[config.mk]
export PLATFORM = sky130hd
export DESIGN_NAME = adsr_square_voice
export DESIGN_NICKNAME = d
export VERILOG_FILES = /design/src/sv/asv_pkg.sv /design/src/sv/asv_div.sv /design/src/sv/adsr_square_voice.sv
export SDC_FILE = /design/constraint.sdc
export NUM_CORES = 2
export LEC_CHECK = 0
export BUFFER_PORTS_ARGS = -buffer_cell sky130_fd_sc_hd__buf_2
export CORE_MARGIN = 1.5
export CORE_UTILIZATION = 25
export CTS_BUF_LIST = sky130_fd_sc_hd__clkbuf_4
export DETAILED_ROUTE_END_ITERATION = 7
export PLACE_DENSITY_LB_ADDON = 0.3
export SLEW_MARGIN = 20
export SYNTH_ARGS = -nofsm -noshare
export SYNTH_HDL_FRONTEND = slang
export SYNTH_SLANG_ARGS = --single-unit
[constraint.sdc]
create_clock -name clock -period 17.2 [get_ports clock]
set_input_delay 0 -clock clock [delete_from_list [all_inputs] [get_ports clock]]
set_output_delay 0 -clock clock [all_outputs]
set_load 0.02 [all_outputs]
[src/sv/asv_pkg.sv]
// asv_pkg: types, codes and helpers shared by the square-wave voice.
// No dependencies.
package asv_pkg;

   localparam int PHASE_BITS_DEF    = 32;
   localparam int AMP_FRAC_BITS_DEF = 30;
   localparam int DEN_W             = 24;
   localparam int DUR_W             = 18;
   localparam int GAIN_W            = 16;
   localparam int CSR_W             = 18;
   localparam int VEL_W             = 7;
   localparam logic [DEN_W-1:0] VEL_DEN = 24'd10241915;
   localparam logic [GAIN_W-1:0] GAIN_UNITY = 16'd32768;

   localparam logic [2:0] ACT_TICK    = 3'd0;
   localparam logic [2:0] ACT_NOTE_ON = 3'd1;
   localparam logic [2:0] ACT_RELEASE = 3'd2;
   localparam logic [2:0] ACT_FAST    = 3'd3;
   localparam logic [2:0] ACT_KILL    = 3'd4;

   localparam logic [2:0] CSR_VOLUME  = 3'd0;
   localparam logic [2:0] CSR_SUSTAIN = 3'd1;
   localparam logic [2:0] CSR_ATTACK  = 3'd2;
   localparam logic [2:0] CSR_DECAY   = 3'd3;
   localparam logic [2:0] CSR_RELEASE = 3'd4;
   localparam logic [2:0] CSR_FAST    = 3'd5;

   typedef enum logic [2:0] {
      STG_IDLE, STG_ATTACK, STG_DECAY, STG_RELEASE, STG_FAST
   } stage_type;

   typedef enum logic [3:0] {
      SEQ_IDLE, SEQ_EXEC, SEQ_PEAK, SEQ_HOLD, SEQ_RISE,
      SEQ_FALL, SEQ_REL, SEQ_STEAL, SEQ_TREL, SEQ_MUL, SEQ_OUT
   } seq_type;

   function automatic logic [DUR_W-1:0] dur(input logic [DUR_W-1:0] d);
      return (d == '0) ? DUR_W'(1) : d;
   endfunction

   function automatic logic [GAIN_W-1:0] gain(input logic [GAIN_W-1:0] g);
      return (g > GAIN_UNITY) ? GAIN_UNITY : g;
   endfunction

endpackage

[src/sv/asv_div.sv]
// asv_div: restoring divider, one quotient bit per cycle.
// Depends on nothing.
module asv_div #(
   parameter int NW = 52,
   parameter int DW = 24
) (
   input  logic          clock,
   input  logic          reset,
   input  logic          start,
   input  logic [NW-1:0] num,
   input  logic [DW-1:0] den,
   output logic          done,
   output logic [NW-1:0] quot
);
   localparam int CW = $clog2(NW + 1);

   logic [NW-1:0] q_ff, q_in;
   logic [DW-1:0] r_ff, r_in, d_ff, d_in;
   logic [CW-1:0] cnt_ff, cnt_in;
   logic          busy_ff, busy_in, done_ff, done_in;

   always_comb begin
      logic [DW:0] trial;
      logic        qb;
      q_in = q_ff;
      r_in = r_ff;
      d_in = d_ff;
      cnt_in = cnt_ff;
      busy_in = busy_ff;
      done_in = 1'b0;
      trial = {r_ff, q_ff[NW-1]};
      qb = trial >= {1'b0, d_ff};
      if (start) begin
         q_in = num;
         r_in = '0;
         d_in = den;
         cnt_in = '0;
         busy_in = 1'b1;
      end else if (busy_ff) begin
         r_in = qb ? DW'(trial - {1'b0, d_ff}) : trial[DW-1:0];
         q_in = {q_ff[NW-2:0], qb};
         cnt_in = cnt_ff + CW'(1);
         if (cnt_ff == CW'(NW - 1)) begin
            busy_in = 1'b0;
            done_in = 1'b1;
         end
      end
   end

   always_ff @(posedge clock) begin
      if (reset) begin
         busy_ff <= 1'b0;
         done_ff <= 1'b0;
         cnt_ff <= '0;
      end else begin
         busy_ff <= busy_in;
         done_ff <= done_in;
         cnt_ff <= cnt_in;
      end
      q_ff <= q_in;
      r_ff <= r_in;
      d_ff <= d_in;
   end

   assign done = done_ff;
   assign quot = q_ff;
endmodule

[src/sv/adsr_square_voice.sv]
// adsr_square_voice: one voice, four-stage envelope on a square oscillator.
// Depends on asv_pkg and asv_div.
//
// One request is taken at a time and produces one response. A tick while
// idle and any release, fast release, kill or unused action go straight
// to the output; an active tick first scales the amplitude by the volume,
// and a tick that steps the decay also recomputes the release slope. A
// note-on looks up the peak, derives the hold level and then the attack,
// decay, release and fast slopes. Divisions by the duration registers go
// through one shared bit-serial divider, one quotient bit per cycle; the
// velocity peak comes from a constant table. A finished response is held
// in an output register, so the next request is accepted while it waits.
module adsr_square_voice #(
   parameter int PHASE_BITS    = asv_pkg::PHASE_BITS_DEF,
   parameter int AMP_FRAC_BITS = asv_pkg::AMP_FRAC_BITS_DEF
) (
   input  logic                           clock,
   input  logic                           reset,
   input  logic                           req_valid,
   output logic                           req_stall,
   input  logic [2:0]                     req_action,
   input  logic [6:0]                     req_velocity,
   input  logic [31:0]                    req_phase_step,
   output logic                           rsp_valid,
   input  logic                           rsp_stall,
   output logic signed [23:0]             rsp_sample,
   output logic                           rsp_note_ended,
   output logic                           rsp_active,
   input  logic                           csr_we,
   input  logic [2:0]                     csr_index,
   input  logic [asv_pkg::CSR_W-1:0]      csr_wdata
);
   localparam int AW = AMP_FRAC_BITS + 1;
   localparam int NW = AW + 1;
   localparam int PW = AW + asv_pkg::GAIN_W;
   localparam int MW = PW - (AMP_FRAC_BITS - 8);
   localparam int DW = asv_pkg::DEN_W;
   localparam int UW = asv_pkg::DUR_W;
   localparam int GW = asv_pkg::GAIN_W;
   localparam int VN = 1 << asv_pkg::VEL_W;

   logic [GW-1:0] vol_ff, sus_ff;
   logic [UW-1:0] att_ff, dec_ff, rel_ff, fst_ff;

   asv_pkg::seq_type   seq_ff, seq_in;
   asv_pkg::stage_type stage_ff, stage_in;
   logic [PHASE_BITS-1:0] phase_ff, phase_in, inc_ff, inc_in, inc_scaled;
   logic [AW-1:0] amp_ff, amp_in, peak_ff, peak_in, hold_ff, hold_in;
   logic [AW-1:0] rise_ff, rise_in, fall_ff, fall_in, rstep_ff, rstep_in;
   logic [AW-1:0] steal_ff, steal_in;
   logic [2:0]    act_ff, act_in;
   logic [6:0]    vel_ff, vel_in;
   logic [31:0]   pstep_ff, pstep_in;
   logic [PW-1:0] prod_ff, prod_in;
   logic          live_ff, live_in, ended_ff, ended_in, run_ff, run_in;
   logic          rsp_valid_ff, rsp_valid_in, rsp_ended_ff, rsp_ended_in;
   logic          rsp_active_ff, rsp_active_in;
   logic [23:0]   rsp_sample_ff, rsp_sample_in;

   logic          div_start, div_done;
   logic [NW-1:0] div_num, div_quot;
   logic [DW-1:0] div_den;

   logic [AW-1:0] peak_tab [VN];

   asv_div #(.NW(NW), .DW(DW)) u_div (
      .clock(clock), .reset(reset), .start(div_start), .num(div_num),
      .den(div_den), .done(div_done), .quot(div_quot)
   );

   // peak level per velocity: 2*v^3 * 2^AMP_FRAC_BITS / (5*127^3)
   genvar gi;
   for (gi = 0; gi < VN; gi = gi + 1) begin : g_peak
      localparam logic [63:0] CUBE2 = 64'(2 * gi * gi * gi);
      assign peak_tab[gi] = AW'((CUBE2 << AMP_FRAC_BITS) / 64'(asv_pkg::VEL_DEN));
   end

   if (PHASE_BITS >= 32) begin : g_up
      assign inc_scaled = PHASE_BITS'(pstep_ff) << (PHASE_BITS - 32);
   end else begin : g_dn
      assign inc_scaled = PHASE_BITS'(pstep_ff >> (32 - PHASE_BITS));
   end

   always_comb begin
      logic [AW-1:0] a;
      logic [MW-1:0] mag;
      logic [23:0]   smp;
      logic          pos;
      seq_in = seq_ff;
      stage_in = stage_ff;
      phase_in = phase_ff;
      inc_in = inc_ff;
      amp_in = amp_ff;
      peak_in = peak_ff;
      hold_in = hold_ff;
      rise_in = rise_ff;
      fall_in = fall_ff;
      rstep_in = rstep_ff;
      steal_in = steal_ff;
      act_in = act_ff;
      vel_in = vel_ff;
      pstep_in = pstep_ff;
      prod_in = prod_ff;
      live_in = live_ff;
      ended_in = ended_ff;
      run_in = run_ff;
      rsp_valid_in = rsp_valid_ff & rsp_stall;
      rsp_sample_in = rsp_sample_ff;
      rsp_ended_in = rsp_ended_ff;
      rsp_active_in = rsp_active_ff;
      div_start = 1'b0;
      div_num = '0;
      div_den = DW'(1);
      a = amp_ff;
      req_stall = seq_ff != asv_pkg::SEQ_IDLE;

      mag = prod_ff[PW-1:AMP_FRAC_BITS-8];
      if (mag > MW'(24'h7FFFFF)) mag = MW'(24'h7FFFFF);
      pos = (phase_ff != '0) && !phase_ff[PHASE_BITS-1];
      smp = pos ? mag[23:0] : (~mag[23:0] + 24'd1);

      unique case (seq_ff)
         asv_pkg::SEQ_REL, asv_pkg::SEQ_STEAL, asv_pkg::SEQ_RISE,
         asv_pkg::SEQ_FALL, asv_pkg::SEQ_TREL: begin
            div_start = !run_ff;
            run_in = 1'b1;
         end
         default: ;
      endcase

      unique case (seq_ff)
         asv_pkg::SEQ_IDLE: begin
            if (req_valid) begin
               act_in = req_action;
               vel_in = req_velocity;
               pstep_in = req_phase_step;
               seq_in = asv_pkg::SEQ_EXEC;
            end
         end
         asv_pkg::SEQ_EXEC: begin
            live_in = 1'b0;
            ended_in = 1'b0;
            seq_in = asv_pkg::SEQ_OUT;
            unique case (act_ff)
               asv_pkg::ACT_TICK: begin
                  live_in = stage_ff != asv_pkg::STG_IDLE;
                  if (stage_ff != asv_pkg::STG_IDLE) seq_in = asv_pkg::SEQ_MUL;
                  unique case (stage_ff)
                     asv_pkg::STG_ATTACK: begin
                        if (amp_ff < peak_ff) begin
                           a = amp_ff + rise_ff;
                           amp_in = a;
                           if (a >= peak_ff) stage_in = asv_pkg::STG_DECAY;
                        end
                     end
                     asv_pkg::STG_DECAY: begin
                        if (amp_ff >= hold_ff) begin
                           amp_in = (amp_ff > fall_ff) ? amp_ff - fall_ff : '0;
                           seq_in = asv_pkg::SEQ_TREL;
                        end
                     end
                     asv_pkg::STG_RELEASE, asv_pkg::STG_FAST: begin
                        if (amp_ff != '0) begin
                           a = (stage_ff == asv_pkg::STG_RELEASE) ? rstep_ff : steal_ff;
                           a = (amp_ff > a) ? amp_ff - a : '0;
                        end
                        amp_in = a;
                        if (a == '0) begin
                           ended_in = 1'b1;
                           stage_in = asv_pkg::STG_IDLE;
                        end
                     end
                     default: ;
                  endcase
               end
               asv_pkg::ACT_NOTE_ON: begin
                  phase_in = '0;
                  amp_in = '0;
                  inc_in = inc_scaled;
                  seq_in = asv_pkg::SEQ_PEAK;
               end
               asv_pkg::ACT_RELEASE: begin
                  if (stage_ff == asv_pkg::STG_ATTACK || stage_ff == asv_pkg::STG_DECAY)
                     stage_in = asv_pkg::STG_RELEASE;
               end
               asv_pkg::ACT_FAST: begin
                  if (stage_ff != asv_pkg::STG_IDLE) stage_in = asv_pkg::STG_FAST;
               end
               asv_pkg::ACT_KILL: begin
                  stage_in = asv_pkg::STG_IDLE;
                  amp_in = '0;
               end
               default: ;
            endcase
         end
         asv_pkg::SEQ_PEAK: begin
            peak_in = peak_tab[vel_ff];
            seq_in = asv_pkg::SEQ_HOLD;
         end
         asv_pkg::SEQ_HOLD: begin
            hold_in = AW'((PW'(peak_ff) * PW'(asv_pkg::gain(sus_ff))) >> 15);
            seq_in = asv_pkg::SEQ_RISE;
         end
         asv_pkg::SEQ_RISE: begin
            div_num = NW'(peak_ff) + NW'(asv_pkg::dur(att_ff)) - NW'(1);
            div_den = DW'(asv_pkg::dur(att_ff));
            if (div_done) begin
               rise_in = div_quot[AW-1:0];
               run_in = 1'b0;
               seq_in = asv_pkg::SEQ_FALL;
            end
         end
         asv_pkg::SEQ_FALL: begin
            div_num = NW'(peak_ff - hold_ff) + NW'(asv_pkg::dur(dec_ff)) - NW'(1);
            div_den = DW'(asv_pkg::dur(dec_ff));
            if (div_done) begin
               fall_in = div_quot[AW-1:0];
               run_in = 1'b0;
               seq_in = asv_pkg::SEQ_REL;
            end
         end
         asv_pkg::SEQ_REL: begin
            div_num = NW'(peak_ff) + NW'(asv_pkg::dur(rel_ff)) - NW'(1);
            div_den = DW'(asv_pkg::dur(rel_ff));
            if (div_done) begin
               rstep_in = div_quot[AW-1:0];
               run_in = 1'b0;
               seq_in = asv_pkg::SEQ_STEAL;
            end
         end
         asv_pkg::SEQ_STEAL: begin
            div_num = NW'(peak_ff) + NW'(asv_pkg::dur(fst_ff)) - NW'(1);
            div_den = DW'(asv_pkg::dur(fst_ff));
            if (div_done) begin
               steal_in = div_quot[AW-1:0];
               run_in = 1'b0;
               stage_in = asv_pkg::STG_ATTACK;
               seq_in = asv_pkg::SEQ_OUT;
            end
         end
         asv_pkg::SEQ_TREL: begin
            div_num = NW'(amp_ff) + NW'(asv_pkg::dur(rel_ff)) - NW'(1);
            div_den = DW'(asv_pkg::dur(rel_ff));
            if (div_done) begin
               rstep_in = div_quot[AW-1:0];
               run_in = 1'b0;
               seq_in = asv_pkg::SEQ_MUL;
            end
         end
         asv_pkg::SEQ_MUL: begin
            prod_in = amp_ff * asv_pkg::gain(vol_ff);
            seq_in = asv_pkg::SEQ_OUT;
         end
         asv_pkg::SEQ_OUT: begin
            if (!rsp_valid_ff || !rsp_stall) begin
               rsp_valid_in = 1'b1;
               rsp_sample_in = (live_ff && !ended_ff) ? smp : 24'd0;
               rsp_ended_in = ended_ff;
               rsp_active_in = stage_ff != asv_pkg::STG_IDLE;
               if (live_ff) phase_in = phase_ff + inc_ff;
               seq_in = asv_pkg::SEQ_IDLE;
            end
         end
         default: seq_in = asv_pkg::SEQ_IDLE;
      endcase
   end

   always_ff @(posedge clock) begin
      if (reset) begin
         seq_ff <= asv_pkg::SEQ_IDLE;
         stage_ff <= asv_pkg::STG_IDLE;
         run_ff <= 1'b0;
         rsp_valid_ff <= 1'b0;
         phase_ff <= '0;
         inc_ff <= '0;
         amp_ff <= '0;
         peak_ff <= '0;
         hold_ff <= '0;
         rise_ff <= '0;
         fall_ff <= '0;
         rstep_ff <= '0;
         steal_ff <= '0;
         vol_ff <= asv_pkg::GAIN_UNITY;
         sus_ff <= GW'(16384);
         att_ff <= UW'(480);
         dec_ff <= UW'(36000);
         rel_ff <= UW'(36000);
         fst_ff <= UW'(240);
      end else begin
         seq_ff <= seq_in;
         stage_ff <= stage_in;
         run_ff <= run_in;
         rsp_valid_ff <= rsp_valid_in;
         phase_ff <= phase_in;
         inc_ff <= inc_in;
         amp_ff <= amp_in;
         peak_ff <= peak_in;
         hold_ff <= hold_in;
         rise_ff <= rise_in;
         fall_ff <= fall_in;
         rstep_ff <= rstep_in;
         steal_ff <= steal_in;
         if (csr_we) begin
            unique case (csr_index)
               asv_pkg::CSR_VOLUME:  vol_ff <= csr_wdata[GW-1:0];
               asv_pkg::CSR_SUSTAIN: sus_ff <= csr_wdata[GW-1:0];
               asv_pkg::CSR_ATTACK:  att_ff <= csr_wdata[UW-1:0];
               asv_pkg::CSR_DECAY:   dec_ff <= csr_wdata[UW-1:0];
               asv_pkg::CSR_RELEASE: rel_ff <= csr_wdata[UW-1:0];
               asv_pkg::CSR_FAST:    fst_ff <= csr_wdata[UW-1:0];
               default: ;
            endcase
         end
      end
      act_ff <= act_in;
      vel_ff <= vel_in;
      pstep_ff <= pstep_in;
      prod_ff <= prod_in;
      live_ff <= live_in;
      ended_ff <= ended_in;
      rsp_sample_ff <= rsp_sample_in;
      rsp_ended_ff <= rsp_ended_in;
      rsp_active_ff <= rsp_active_in;
   end

   assign rsp_valid = rsp_valid_ff;
   assign rsp_sample = rsp_sample_ff;
   assign rsp_note_ended = rsp_ended_ff;
   assign rsp_active = rsp_active_ff;
endmodule

==> results.toml <==
[grt]
use_met3 = 0.0222
grt_util_all_layers = 0.170
first_global_vias = 64700
grt.met1_usage = 0.229
grt_pass1_wl_mm = 397
antenna_found_initial = 6
use_met2 = 0.279
grt_max_degree = 185
overflow = 0
grt-busiest-layer = "met2"

[clock_network]
cts_inserted_buffers = 182
hold_buffers = 183
cts_setup_buffers = 0
cts_max_level = 4
path_clk_slew_ns = 0.07
cts_sinks = 569
clock_latency_ns = 1.26
ctsResizeCount = 0
cts_root_buffer = "clkbuf_4"
cts_tree = "done"
cts_buffer_depth = 4

[final_layout]
synthToLayoutAreaGrowth_pct = 12.0
nFillCells = 32200
fin_util = 0.282
fin_cells = 13300
nets = 10800
layout-drive-gt1-share = 0.0665

[die]
initial_utilization = 0.252
pin_count = 96
core_area_um2 = 294000
die-area_um2 = 300000
num_rows = 199
die_x_um = 547
chipHeight_um = 547

[placed_design]
dp_hpwl_mm = 196
io_buffers = 95
dpl_worst_slack_ns = 8.11
post-place-cells = 12800
gp_congestion = 0.936

[flow_run]
drv_cap = 0

[logic_synthesis]
synth_compound_area_frac = 0.170
synth_area_leaders = "fa_1 22%, ha_1 12%, dfxtp_1 11%, nand2_1 7.4%, inv_1 6.3%"
async_flop_share = 0
synthCells = 9177
yosysSeqAreaShare = 0.173
synth_area_per_cell_um2 = 8.07
synth_nets = 10800
ys.flop_type = "dfxtp_1"
synth.mux.area_fraction = 0.00861
synth_top_family_by_area = "adder cells"
synth_edf_count = 145
synth_top_cell_area_share = 0.218
yosys_warnings = 0
yosys.area.top_type = "fa_1"
synth_cell_types = 81
synthAdderAreaFrac = 0.337
synth_xor_xnor_area_share = 0.0343
yosys.area_share.simple = 0.188
synth_area_um2 = 74100
ys_ff_latch = 569

[drt]
drc = 0
vias_per_cell = 4.90
vias = 65200
wire_per_inst_um = 19.6
postRouteAntennaNets = 0
drt_iter0_markers = 5352
routed_wl_mm = 261
first_pass_iters = 6

[sta]
setup_ws_ns = 8.02
slew_headroom = 0.205
max_freq_mhz = 109
period_share = 0.533
drv_slew = 0
worstMarginPinSlew_ns = 1.19
fin_crit_ns = 9.18
rsz0062_at_grt = "false"
fin_skew_ns = 0.257
finalHoldViolCount = 0
setup_viol_count_final = 0
setup_tns_ns = 0

[setup_path]
cp_data_required_time_ns = 18.07
worst_path_most_repeated_cell = "fa_1"
path_buf_inv = 7
cp-end-kind = "flip-flop"
critPathKind = "reg2reg"
worstPathArrival_ns = 10.04
critPathMaxFanout = 31
slowest_stage = "a32oi_1"
slowest_delay_ns = 0.70
reg2reg_setup_slack_ns = 8.02
cp-start-kind = "flip-flop"
critPathTopFamily = "compound AO/OA/AOI/OAI gates"

[power]
cellLeakagePower_nw = 37.7
p_seq_frac = 0.253
intPower_w = 0.00382
p_per_area_nw_per_um2 = 89.0
ir_worst_vdd_mv = 0.133
switching_power_w = 0.00357
p_comb_frac = 0.555
switching_share = 0.483
clockPowerShare = 0.192

[min_path]
hold_class = "in2reg"

[run_status]
outcome = "complete, no violations"
[power by group through the flow]
stage | registers [W] | logic, W | clock network, W
after floorplan | 0.00173 | 0.00287 | 0
after global placement | 0.00190 | 0.00399 | 0
after detailed placement | 0.00190 | 0.00397 | 0
after CTS | 0.00187 | 0.00403 | 0.00148
after global routing | 0.00189 | 0.00449 | 0.00154
final | 0.00187 | 0.00410 | 0.00142
[worst register-to-register path: cells and delay by family (launching register included)]
kind	cells	cell delay (ns)
AO/OA/AOI/OAI	12	3.59
adder cells (fa/ha/maj)	7	3.22
AND/OR/NAND/NOR	2	0.33
flip-flops	1	0.31
buffers and inverters	7	1.24
XOR/XNOR	1	0.16
[cell usage in the layout, fill, tap and decap left out, drive strengths merged, types with 63 or more instances in the layout]
cell,n
xnor2,180
nand3,124
nand2b,63
inv,1241
a211oi,99
nor2,426
clkbuf,261
edfxtp,145
nor2b,93
a31oi,63
nand2,1456
nor3,110
fa,807
buf,247
dlygate4sd3,182
and3,118
and2,366
a21o,207
ha,702
xor2,110
a21oi,719
o21ai,345
dfxtp,424
[area by class of cell]
class / count / area, um2 / share of cell area
Antenna cell: 4 / 10.0 / 0.000121
Clock inverter: 52 / 269 / 0.00324
Inverter: 1243 / 4670 / 0.0562
Timing Repair Buffer: 429 / 3510 / 0.0423
Sequential cell: 569 / 12800 / 0.155
Multi-Input combinational cell: 6846 / 54800 / 0.661
Tap cell: 3919 / 4900 / 0.0591
Clock buffer: 261 / 1960 / 0.0236
[worst paths after layout]
check / to / from / depth (start not counted)
setup / recovery: prod_ff[43] / vol_ff[15] / 29
setup reg to reg: prod_ff[43] / vol_ff[15] / 29
hold / removal: att_ff[4] / csr_index[0] / 5
hold reg to reg: rsp_note_ended / ended_ff / 0
[stage by stage]
step | total power [W] | hold WS, ns | area (um2)
floorplan | 0.00460 | 0.0989 | 74100
global placement | 0.00588 | 0.177 | 78900
detailed placement | 0.00587 | 0.178 | 78900
CTS | 0.00738 | 0.0229 | 83000
global route | 0.00792 | 0.163 | 83000
finish | 0.00739 | 0.192 | 83000
[cell usage after synthesis, types with 63 or more instances]
cell and instances:
fa_1 807, o21ai_0 342, and2_1 364, xor2_1 110
inv_1 1241, nor2b_1 93, and3_1 118, a21o_1 207
a211oi_1 98, edfxtp_1 145, xnor2_1 180, a31oi_1 63
ha_1 702, nand2b_1 63, a21oi_1 719, nand2_1 1456
dfxtp_1 424, nor3_1 110, clkbuf_1 465, nand3_1 124
nor2_1 426
[cell families after synthesis]
family,Yosys count
buf+inv,1762
simple gates,3000
fa+ha+maj,1509
mux,57
compound gates,1990
flops,569
xor+xnor,290
[state kept, by name, summed over array words and instances, names as in the netlist, 24 cells and up, named ones only]
signal,count
amp_ff,31
fall_ff,31
hold_ff,31
inc_ff,32
inc_scaled,32
peak_ff,29
phase_ff,32
prod_ff,25
rise_ff,31
rsp_sample,24
rstep_ff,31
steal_ff,31
u_div.quot,32
u_div.r_ff,24
[metal layers]
metal / part of all wire / wire length, um
met2: 0.46 / 119000
met4: 0.036 / 9340
met3: 0.056 / 14500
met1: 0.45 / 117000
met5: 0.00011 / 28
No activity file was read; power rests on OpenSTA's default activity.
